[src/rtl/core/bsrt_pkg.sv]
// ============================================================================
// bsrt_pkg
// Shared types and constants for the block sequence reassembly tracker.
// ============================================================================
package bsrt_pkg;

   localparam int SEQ_SPACE = 128;                    // power of two
   localparam int TAG_BITS  = 32;
   localparam int IDX_W     = $clog2(SEQ_SPACE);
   localparam int CNT_W     = 8;                      // block_count port width
   localparam int RCV_W     = $clog2(SEQ_SPACE + 1);  // received count 0..SEQ_SPACE
   localparam int STAT_W    = 3;
   localparam int QDEPTH    = 2;
   localparam int QPTR_W    = $clog2(QDEPTH);
   localparam int QCNT_W    = $clog2(QDEPTH + 1);

   typedef enum logic [1:0] {
      OP_CREATE  = 2'd0,
      OP_INSERT  = 2'd1,
      OP_SEARCH  = 2'd2,
      OP_DESTROY = 2'd3
   } op_type;

   typedef enum logic [STAT_W-1:0] {
      ST_OK       = 3'd0,
      ST_DUP      = 3'd1,
      ST_TAG      = 3'd2,
      ST_RANGE    = 3'd3,
      ST_BUSY     = 3'd4,
      ST_BAD_CNT  = 3'd5,
      ST_NO_ENTRY = 3'd6,
      ST_ABSENT   = 3'd7
   } status_type;

   typedef enum logic {
      BK_FETCH = 1'b0,
      BK_EXEC  = 1'b1
   } back_state_type;

   // classified command, as queued between front and back
   typedef struct packed {
      op_type              op;
      logic [IDX_W-1:0]    entry;
      logic [IDX_W-1:0]    pos;
      logic [CNT_W-1:0]    cnt;
      logic                cnt_over;
      logic                cnt_zero;
      logic [TAG_BITS-1:0] tag;
   } cmd_type;

   // one table entry, stored as a single memory word
   typedef struct packed {
      logic [CNT_W-1:0]     block_count;
      logic [RCV_W-1:0]     received;
      logic [TAG_BITS-1:0]  tag;
      logic [SEQ_SPACE-1:0] slots;
   } entry_type;

endpackage

[src/rtl/core/bsrt_front.sv]
// ============================================================================
// bsrt_front
// Accepts request transfers, reduces indexes and pre-checks the block count.
// ============================================================================
module bsrt_front
   import bsrt_pkg::*;
(
   input  logic        req_valid,
   output logic        req_ready,
   input  logic [1:0]  req_op,
   input  logic [6:0]  req_start_index,
   input  logic [6:0]  req_block_index,
   input  logic [7:0]  req_block_count,
   input  logic [31:0] req_frame_tag,
   output logic        push_valid,
   input  logic        push_ready,
   output cmd_type     push_cmd
);

   logic [IDX_W-1:0] entry;
   logic [IDX_W-1:0] blk;

   assign req_ready  = push_ready;
   assign push_valid = req_valid;

   always_comb begin
      entry             = IDX_W'(req_start_index);
      blk               = IDX_W'(req_block_index);
      push_cmd.op       = op_type'(req_op);
      push_cmd.entry    = entry;
      push_cmd.pos      = blk - entry;   // wraps modulo the sequence space
      push_cmd.cnt      = CNT_W'(req_block_count);
      push_cmd.cnt_over = {1'b0, req_block_count} > (CNT_W + 1)'(SEQ_SPACE);
      push_cmd.cnt_zero = (req_block_count == '0);
      push_cmd.tag      = TAG_BITS'(req_frame_tag);
   end

endmodule

[config.mk]
export PLATFORM = sky130hd
export DESIGN_NAME = bsrt_front
export DESIGN_NICKNAME = d
export VERILOG_FILES = /design/src/rtl/core/bsrt_pkg.sv /design/src/rtl/core/bsrt_front.sv
export SDC_FILE = /design/constraint.sdc
export NUM_CORES = 1
export LEC_CHECK = 0
export ABC_AREA = 1
export BUFFER_PORTS_ARGS = -buffer_cell sky130_fd_sc_hd__buf_2
export CAP_MARGIN = 10
export CORE_MARGIN = 8
export CORE_UTILIZATION = 32
export DETAILED_ROUTE_END_ITERATION = 8
export PLACE_DENSITY = 0.95
export SETUP_SLACK_MARGIN = 0.02
export SLEW_MARGIN = 10
export SYNTH_ARGS = -nofsm -noshare
export SYNTH_HDL_FRONTEND = slang
export SYNTH_SLANG_ARGS = --single-unit
[constraint.sdc]
create_clock -name vclk -period 2.9
set_clock_uncertainty 0.15 [all_clocks]
set_input_delay 0.145 -clock vclk [all_inputs]
set_output_delay 0.145 -clock vclk [all_outputs]
set_load 0.005 [all_outputs]
==> impl_metrics.json <==
{
  "post_cts_hold_buffer_count": 0,
  "first_iter_violations": 5,
  "vias_per_cell": 4.20,
  "synthesis.instances": 110,
  "crit_chain": "buf_2 > inv_1 > ha_1 > inv_1 > fa_1 > nand2_1 > nand2_1 > nand3_2 > nand2_1 > nand2_1 > nand2_1 > buf_2",
  "final_min_period_over_clock_period_pct": 59.4,
  "cts_setup_buffers": 0,
  "initial_core_util_pct": 33.4,
  "leakagePower_nw": 0.407,
  "critPathCaptureType": "output port",
  "synth_nets": 175,
  "die_y_um": 63.6,
  "fin_crit_ns": 1.72,
  "worst_path_max_delay_cell": "sky130_fd_sc_hd__fa_1",
  "clock_buffers": 0,
  "drive_gt1_share_pct": 47.6,
  "drtPass1Iterations": 3,
  "grt_pass1_wl_um": 2470,
  "dp.final_hpwl_um": 1410,
  "grt_max_degree": 5,
  "cts_repair_resize_count": 0,
  "globalRoute.totalOverflow": 0,
  "synth.lib_cells_used.distinct": 15,
  "num_antenna_cells": 0,
  "first_global_vias": 603,
  "area_growth_syn_to_layout_pct": -16.2,
  "dp_worst_setup_slack_ns": 1.17,
  "synth.avg_cell_area_sq_um": 6.59,
  "delay_of_the_slowest_cell_on_the_worst_path_ns": 0.41,
  "hold_violations": 0,
  "via_count": 559,
  "ff_latch_area_sq_um": 0,
  "worst_path_most_repeated_cell": "sky130_fd_sc_hd__nand2_1",
  "drt-wirelength-per-cell_um": 11.4,
  "detail-route-antenna-nets": 0,
  "post_layout_cell_count": 133,
  "hold_path_class": "in2out",
  "worstPathArrival_ns": 1.43,
  "total_die_area_sq_mm": 0.00404,
  "critical_path_peak_fanout": 2,
  "critical-path-top-delay-family": "adder cells",
  "report.final.setup_viol": 0,
  "fin_worst_hold_slack_ns": 0.140,
  "die_w_um": 63.6,
  "most_common_library_cell_in_the_layout_ignoring_fill_and_taps": "sky130_fd_sc_hd__buf_2",
  "hold-path-cell-count": 0,
  "cp-start-kind": "input port",
  "num-nets-final": 172,
  "dp.cells": 133,
  "synth.cell_area_sq_um": 724,
  "timing.final.max_slew_violations": 0,
  "critical_path.n_buffers_inverters": 4,
  "yosysWarningCount": 0,
  "detailed_route_drc_error_count": 0,
  "setup.worst_path.class": "in2out",
  "ys_seq_area_share_pct": 0,
  "min_to": "push_cmd[10]",
  "power_density_mw_per_mm2": 181,
  "setup-tns-final_ns": 0,
  "ios": 118,
  "run_status": "complete, no violations",
  "wl_um": 1520,
  "required_ns": 2.61,
  "gr-usage-all-layers_pct": 6.84,
  "worst_slew_margin_rel_pct": 85.2,
  "timing.hold.worst.start": "req_frame_tag[10]",
  "setup_repair_after_global_routing_missed_its_margin": "false",
  "timing.final.ws_setup_ns": 1.18,
  "maxCapViolations": 0,
  "antenna_found_initial": 0,
  "port_buffers": 46,
  "achievable-frequency_mhz": 580,
  "layout.sequential_cells": 0,
  "worstMarginPinSlew_ns": 0.221,
  "core.rowCount": 17,
  "coreArea_sq_mm": 0.00217,
  "globalplace.congestion": 0.752,
  "irDropWorstVdd_v": 0.0000551,
  "most-common-layout-cells": "sky130_fd_sc_hd__buf_2, sky130_fd_sc_hd__nand2_1, sky130_fd_sc_hd__inv_1"
}
-- report_power, final --
group / internal [mW] / switching [mW]
combinational: 0.0542 / 0.0557
sequential: 0 / 0
clock: 0 / 0
total: 0.0542 / 0.0557
-- cells by family after synthesis --
kind of cell	synth area share [%]
xor gates and xnor gates	4.84
buffers and inverters	60.6
AOI/OAI and AO/OA	2.42
adders and majority gates	13.1
and+or+nand+nor	19.0
-- Yosys cell counts (all sizes together) --
library cell / count / area, sq um
a21oi: 2 / 10.0
buf: 51 / 383
fa: 1 / 20.0
ha: 6 / 75.1
inv: 15 / 56.3
nand2: 18 / 72.6
nand3: 2 / 20.0
nand3b: 1 / 7.51
nand4: 1 / 6.26
nor2: 7 / 26.3
nor3: 1 / 5.00
o21a: 1 / 7.51
xnor2: 1 / 8.76
xor2: 3 / 26.3
-- final cells by class --
class	count	area, sq um
Fill cell	269	1560
Inverter	15	56.3
Multi-Input combinational cell	44	285
Tap cell	28	35.0
Timing Repair Buffer	46	230
-- layer usage --
metal  wire length, um  global-route usage, %
met1               447                   4.76
met3               254                   4.06
met4                47                   3.06
met2               767                   13.8
met5                 0                      0
-- worst max path at each step --
stage,from,endpoint,depth (start not counted)
3_3_place_gp,req_block_index[0],push_cmd[48],12
6_report,req_block_index[0],push_cmd[48],12
3_5_place_dp,req_block_index[0],push_cmd[48],12
4_1_cts,req_block_index[0],push_cmd[48],12
2_1_floorplan,req_block_index[0],push_cmd[48],10
5_1_grt,req_block_index[0],push_cmd[48],12
-- through the flow --
step	utilization (%)	area, sq um	total power [mW]
floorplan	-	724	0.111
global placement	28.0	607	0.109
detailed placement	28.0	607	0.113
CTS	28.0	607	0.113
global route	28.0	607	0.128
finish	28.0	607	0.110
Note: power is estimated with default switching activity, not from simulation.
