===== config.mk =====
export PLATFORM = sky130hd
export DESIGN_NAME = bsrt_queue
export DESIGN_NICKNAME = d
export VERILOG_FILES = /design/src/rtl/core/bsrt_pkg.sv /design/src/rtl/core/bsrt_queue.sv
export SDC_FILE = /design/constraint.sdc
export NUM_CORES = 1
export LEC_CHECK = 0
export ABC_AREA = 1
export BUFFER_PORTS_ARGS = -buffer_cell sky130_fd_sc_hd__buf_2
export CAP_MARGIN = 20
export CORE_AREA = 2 2 97 99
export DETAILED_ROUTE_END_ITERATION = 10
export DIE_AREA = 0 0 99 101
export GPL_ROUTABILITY_DRIVEN = 0
export GPL_TIMING_DRIVEN = 0
export PLACE_DENSITY = 0.83
export SLEW_MARGIN = 20
export SYNTH_ARGS = -nofsm -noshare
export SYNTH_HDL_FRONTEND = slang
export SYNTH_SLANG_ARGS = --single-unit

===== constraint.sdc =====
create_clock -name clock -period 4.3 [get_ports clock]
set_input_delay 1.075 -clock clock [delete_from_list [all_inputs] [get_ports clock]]
set_output_delay 1.075 -clock clock [all_outputs]
set_load 0.005 [all_outputs]

===== src/rtl/core/bsrt_pkg.sv =====
// ============================================================================
// bsrt_pkg
// Shared types and constants for the block sequence reassembly tracker.
// ============================================================================
package bsrt_pkg;

   localparam int SEQ_SPACE = 128;                    // power of two
   localparam int TAG_BITS  = 32;
   localparam int IDX_W     = $clog2(SEQ_SPACE);
   localparam int CNT_W     = 8;                      // block_count port width
   localparam int RCV_W     = $clog2(SEQ_SPACE + 1);  // received count 0..SEQ_SPACE
   localparam int STAT_W    = 3;
   localparam int QDEPTH    = 2;
   localparam int QPTR_W    = $clog2(QDEPTH);
   localparam int QCNT_W    = $clog2(QDEPTH + 1);

   typedef enum logic [1:0] {
      OP_CREATE  = 2'd0,
      OP_INSERT  = 2'd1,
      OP_SEARCH  = 2'd2,
      OP_DESTROY = 2'd3
   } op_type;

   typedef enum logic [STAT_W-1:0] {
      ST_OK       = 3'd0,
      ST_DUP      = 3'd1,
      ST_TAG      = 3'd2,
      ST_RANGE    = 3'd3,
      ST_BUSY     = 3'd4,
      ST_BAD_CNT  = 3'd5,
      ST_NO_ENTRY = 3'd6,
      ST_ABSENT   = 3'd7
   } status_type;

   typedef enum logic {
      BK_FETCH = 1'b0,
      BK_EXEC  = 1'b1
   } back_state_type;

   // classified command, as queued between front and back
   typedef struct packed {
      op_type              op;
      logic [IDX_W-1:0]    entry;
      logic [IDX_W-1:0]    pos;
      logic [CNT_W-1:0]    cnt;
      logic                cnt_over;
      logic                cnt_zero;
      logic [TAG_BITS-1:0] tag;
   } cmd_type;

   // one table entry, stored as a single memory word
   typedef struct packed {
      logic [CNT_W-1:0]     block_count;
      logic [RCV_W-1:0]     received;
      logic [TAG_BITS-1:0]  tag;
      logic [SEQ_SPACE-1:0] slots;
   } entry_type;

endpackage


===== src/rtl/core/bsrt_queue.sv =====
// ============================================================================
// bsrt_queue
// Short command queue decoupling the front from the table back end.
// ============================================================================
module bsrt_queue
   import bsrt_pkg::*;
(
   input  logic    clock,
   input  logic    reset,
   input  logic    push_valid,
   output logic    push_ready,
   input  cmd_type push_cmd,
   output logic    pop_valid,
   input  logic    pop,
   output cmd_type pop_cmd
);

   cmd_type           slot_ff [QDEPTH];
   logic [QPTR_W-1:0] wr_ptr_ff, wr_ptr_in;
   logic [QPTR_W-1:0] rd_ptr_ff, rd_ptr_in;
   logic [QCNT_W-1:0] count_ff, count_in;
   logic              do_push;
   logic              do_pop;

   assign push_ready = (count_ff != QCNT_W'(QDEPTH));
   assign pop_valid  = (count_ff != '0);
   assign pop_cmd    = slot_ff[rd_ptr_ff];
   assign do_push    = push_valid && push_ready;
   assign do_pop     = pop && pop_valid;

   always_comb begin
      wr_ptr_in = wr_ptr_ff;
      rd_ptr_in = rd_ptr_ff;
      count_in  = count_ff;
      if (do_push) begin
         wr_ptr_in = (wr_ptr_ff == QPTR_W'(QDEPTH - 1)) ? '0 : wr_ptr_ff + 1'b1;
      end
      if (do_pop) begin
         rd_ptr_in = (rd_ptr_ff == QPTR_W'(QDEPTH - 1)) ? '0 : rd_ptr_ff + 1'b1;
      end
      case ({do_push, do_pop})
         2'b10:   count_in = count_ff + 1'b1;
         2'b01:   count_in = count_ff - 1'b1;
         default: count_in = count_ff;
      endcase
   end

   always_ff @(posedge clock) begin
      if (reset) begin
         wr_ptr_ff <= '0;
         rd_ptr_ff <= '0;
         count_ff  <= '0;
      end else begin
         wr_ptr_ff <= wr_ptr_in;
         rd_ptr_ff <= rd_ptr_in;
         count_ff  <= count_in;
      end
   end

   always_ff @(posedge clock) begin
      if (do_push) begin
         slot_ff[wr_ptr_ff] <= push_cmd;
      end
   end

endmodule


==> flow_metrics.env <==
export IMPL_ys_seq_area_share_pct=79.6
export IMPL_dieHeight_um=101
export IMPL_whs_endpoint="rd_ptr_ff"
export IMPL_die_w_um=99
export IMPL_crit_chain="buf_6, buf_6, mux2_4, buf_2"
export IMPL_ys_seq_elements=121
export IMPL_finalClockSkew_ps=7.74
export IMPL_worst_path_max_fanout=10
export IMPL_rsz0062_at_grt="no"
export IMPL_hold_violations=0
export IMPL_synth_warnings=0
export IMPL_finalNonFillerCells=486
export IMPL_h_tree_depth=4
export IMPL_routed_wl_um=7700
export IMPL_start_kind="register"
export IMPL_reg2reg_slack_ps=2210
export IMPL_drt_pre_antenna_iters=4
export IMPL_status="finished, final reports clean"
export IMPL_clk_pin_slew_ps=60
export IMPL_worstSetupEndpointType="output pin"
export IMPL_cts_tree="yes"
export IMPL_fp_row_count=35
export IMPL_place_ws_ps=1570
export IMPL_cp_top_family="buffers and inverters"
export IMPL_cts_resized=0
export IMPL_slew_limit_headroom_pct=50.9
export IMPL_drc_errors=0
export IMPL_p_total_w=0.00344
export IMPL_switching_power_w=0.000803
export IMPL_die_area_mm2=0.0100
export IMPL_grt_overflow=0
export IMPL_max_freq_ghz=0.362
export IMPL_cp_depth=4
export IMPL_clock_path_buffers=2
export IMPL_powerDensity_mw_per_mm2=579
export IMPL_min_period_over_period_pct=64.3
export IMPL_routedWlPerCell_um=15.8
export IMPL_p_clk_share_pct=40.5
export IMPL_whs_ps=518
export IMPL_setup_viol=0
export IMPL_crit_path_max_incr_delay_ps=370
export IMPL_antenna_found_initial=0
export IMPL_crit_arrival_ps=1690
export IMPL_core_mm2=0.00898
export IMPL_fillers=646
export IMPL_p_leak_nw=2.32
export IMPL_cp_num_buf_inv=3
export IMPL_ant_nets=0
export IMPL_syn_area_per_cell_um2=20.7
export IMPL_placed_cells=454
export IMPL_reg2reg_depth=6
export IMPL_hp_class="register to register"
export IMPL_internal_power_w=0.00263
export IMPL_grt_use_total_pct=16.3
export IMPL_slowest_stage="dfxtp_1"
export IMPL_grt_pass1_vias=2554
export IMPL_grt_max_degree=24
export IMPL_synth_area_mm2=0.00450
export IMPL_comb_power_share_pct=16.5
export IMPL_antennaDiodeCount=0
export IMPL_switching_share_pct=23.4
export IMPL_num_vias=2399
export IMPL_grt_pass1_wl_um=12200
export IMPL_tns_ps=0
export IMPL_io_pins=122
export IMPL_syn_nets=281
export IMPL_slew_viol_final=0
export IMPL_maxCapViolations=0
export IMPL_r2r_end="slot_ff[1][29]"
export IMPL_cts_buffers=17
export IMPL_num_nets_final=425
export IMPL_drive_gt1_share_pct=58.9
export IMPL_rr_startpoint="count_ff[0]"
export IMPL_path_class="register to output pin"
export IMPL_hold_depth=2
export IMPL_io_buffer_count=121
export IMPL_crit_top_cell="buf_6"
export IMPL_cts_root_buf="clkbuf_8"
export IMPL_clk_insertion_delay_late_ps=500
export IMPL_cts_setup_buffers=0
export IMPL_place_hpwl_um=5270
export IMPL_min_from="rd_ptr_ff"
export IMPL_tightest_slew_ps=735
export IMPL_drt_iter0_markers=84
export IMPL_fin_crit_ps=2760
export IMPL_synthCells=218
export IMPL_yosys_cell_types_count=13
export IMPL_initial_core_util_pct=50.1
export IMPL_vdd_ir_drop_worst_mv=0.402
export IMPL_routed_via_density=4.94
export IMPL_seq_power_share_pct=43.0
export IMPL_cp_data_required_time_ps=3220
export IMPL_cts_hold_buf=0
export IMPL_worst_slack_ps=1540
export IMPL_clock_sinks=121
export IMPL_syn_to_final_growth_pct=31.9
-- state kept, by name, summed over array words and instances, names as in the netlist, named ones only --
register	count
count_ff	2
slot_ff	116
wr_ptr_ff	1
rd_ptr_ff	1
-- cells in the mapped netlist --
cell type	n	area [µm²]
dfxtp_1	5	100
nor2_1	10	37.5
o21ai_0	3	15.0
nand2_1	8	30.0
buf_6	3	33.8
ha_1	1	12.5
mux2_2	38	428
edfxtp_1	116	3480
nand4_1	1	6.26
mux2_4	20	300
a21oi_1	2	10.0
buf_2	3	15.0
inv_1	8	30.0
-- cell families after synthesis --
group / Yosys count / synth area share, %
DFF: 121 / 79.6
muxes: 58 / 16.2
AOI/OAI and AO/OA: 5 / 0.556
and+or+nand+nor: 19 / 1.64
adders and majority gates: 1 / 0.278
buffers and inverters: 14 / 1.75
-- worst max path at each step --
stage	from	end	slack, ps
floorplan	push_valid	slot_ff[0][0]	230
detailed placement	push_valid	slot_ff[1][27]	1570
global route	register	pop_cmd[25]	1420
finish	register	pop_cmd[41]	1540
global placement	push_valid	slot_ff[1][38]	-1270
CTS	register	pop_cmd[41]	1480
-- cell type report --
class / count / area (µm²) / area share, %
clock inverters: 13 / 170 / 2.87
repair buffers: 125 / 688 / 11.6
flip-flops and latches: 121 / 3580 / 60.4
multi-input cells: 83 / 855 / 14.4
plain buffers: 6 / 48.8 / 0.822
well taps: 111 / 139 / 2.34
inverters: 8 / 30.0 / 0.506
clock buffers: 19 / 422 / 7.10
-- tightest hold or removal path, stage by stage, from the launching register on --
cell and delay (ps):
dfxtp_1 330, nor2_1 60, nor2_1 90
-- power groups by stage --
| stage | logic, W | registers [W] | clock network (W) |
|---|---|---|---|
| after global routing | 0.000626 | 0.00149 | 0.00147 |
| after CTS | 0.000581 | 0.00148 | 0.00142 |
| final | 0.000568 | 0.00148 | 0.00139 |
| after floorplan | 0.000335 | 0.00150 | 0 |
| after global placement | 0.000535 | 0.00151 | 0 |
| after detailed placement | 0.000578 | 0.00150 | 0 |
-- per-stage QoR --
step                      utilization [%]  instance area, µm²
after global placement               58.4                5250
final                                66.1                5940
after floorplan                         -                4500
after CTS                            66.1                5940
after detailed placement             59.5                5340
after global routing                 66.1                5940
-- layout by cell type (no fill, tap or decap) --
cell        count
buf_2         124
edfxtp_1      116
mux2_2         38
mux2_4         20
clkbuf_16      16
inv_1           8
nand2_1         8
nor2_1          8
dfxtp_1         5
clkinv_4        4
buf_6           3
o21ai_0         3
bufinv_16       3
clkinvlp_4      3
nor2_4          2
a21oi_1         2
clkbuf_1        2
inv_6           2
buf_12          2
nand4_1         1
ha_1            1
clkbuf_8        1
clkinv_2        1
buf_16          1
buf_8           1
-- metal layers --
| layer | vias up | share of wire (%) | GRT usage [%] |
|---|---|---|---|
| li1 | 1133 | - | - |
| met4 | 0 | 1.7 | 6.95 |
| met2 | 86 | 51 | 26.8 |
| met3 | 17 | 6.4 | 5.89 |
| met1 | 1163 | 41 | 19.7 |
| met5 | - | 0 | 0 |
(Power assumes the default switching activity.)
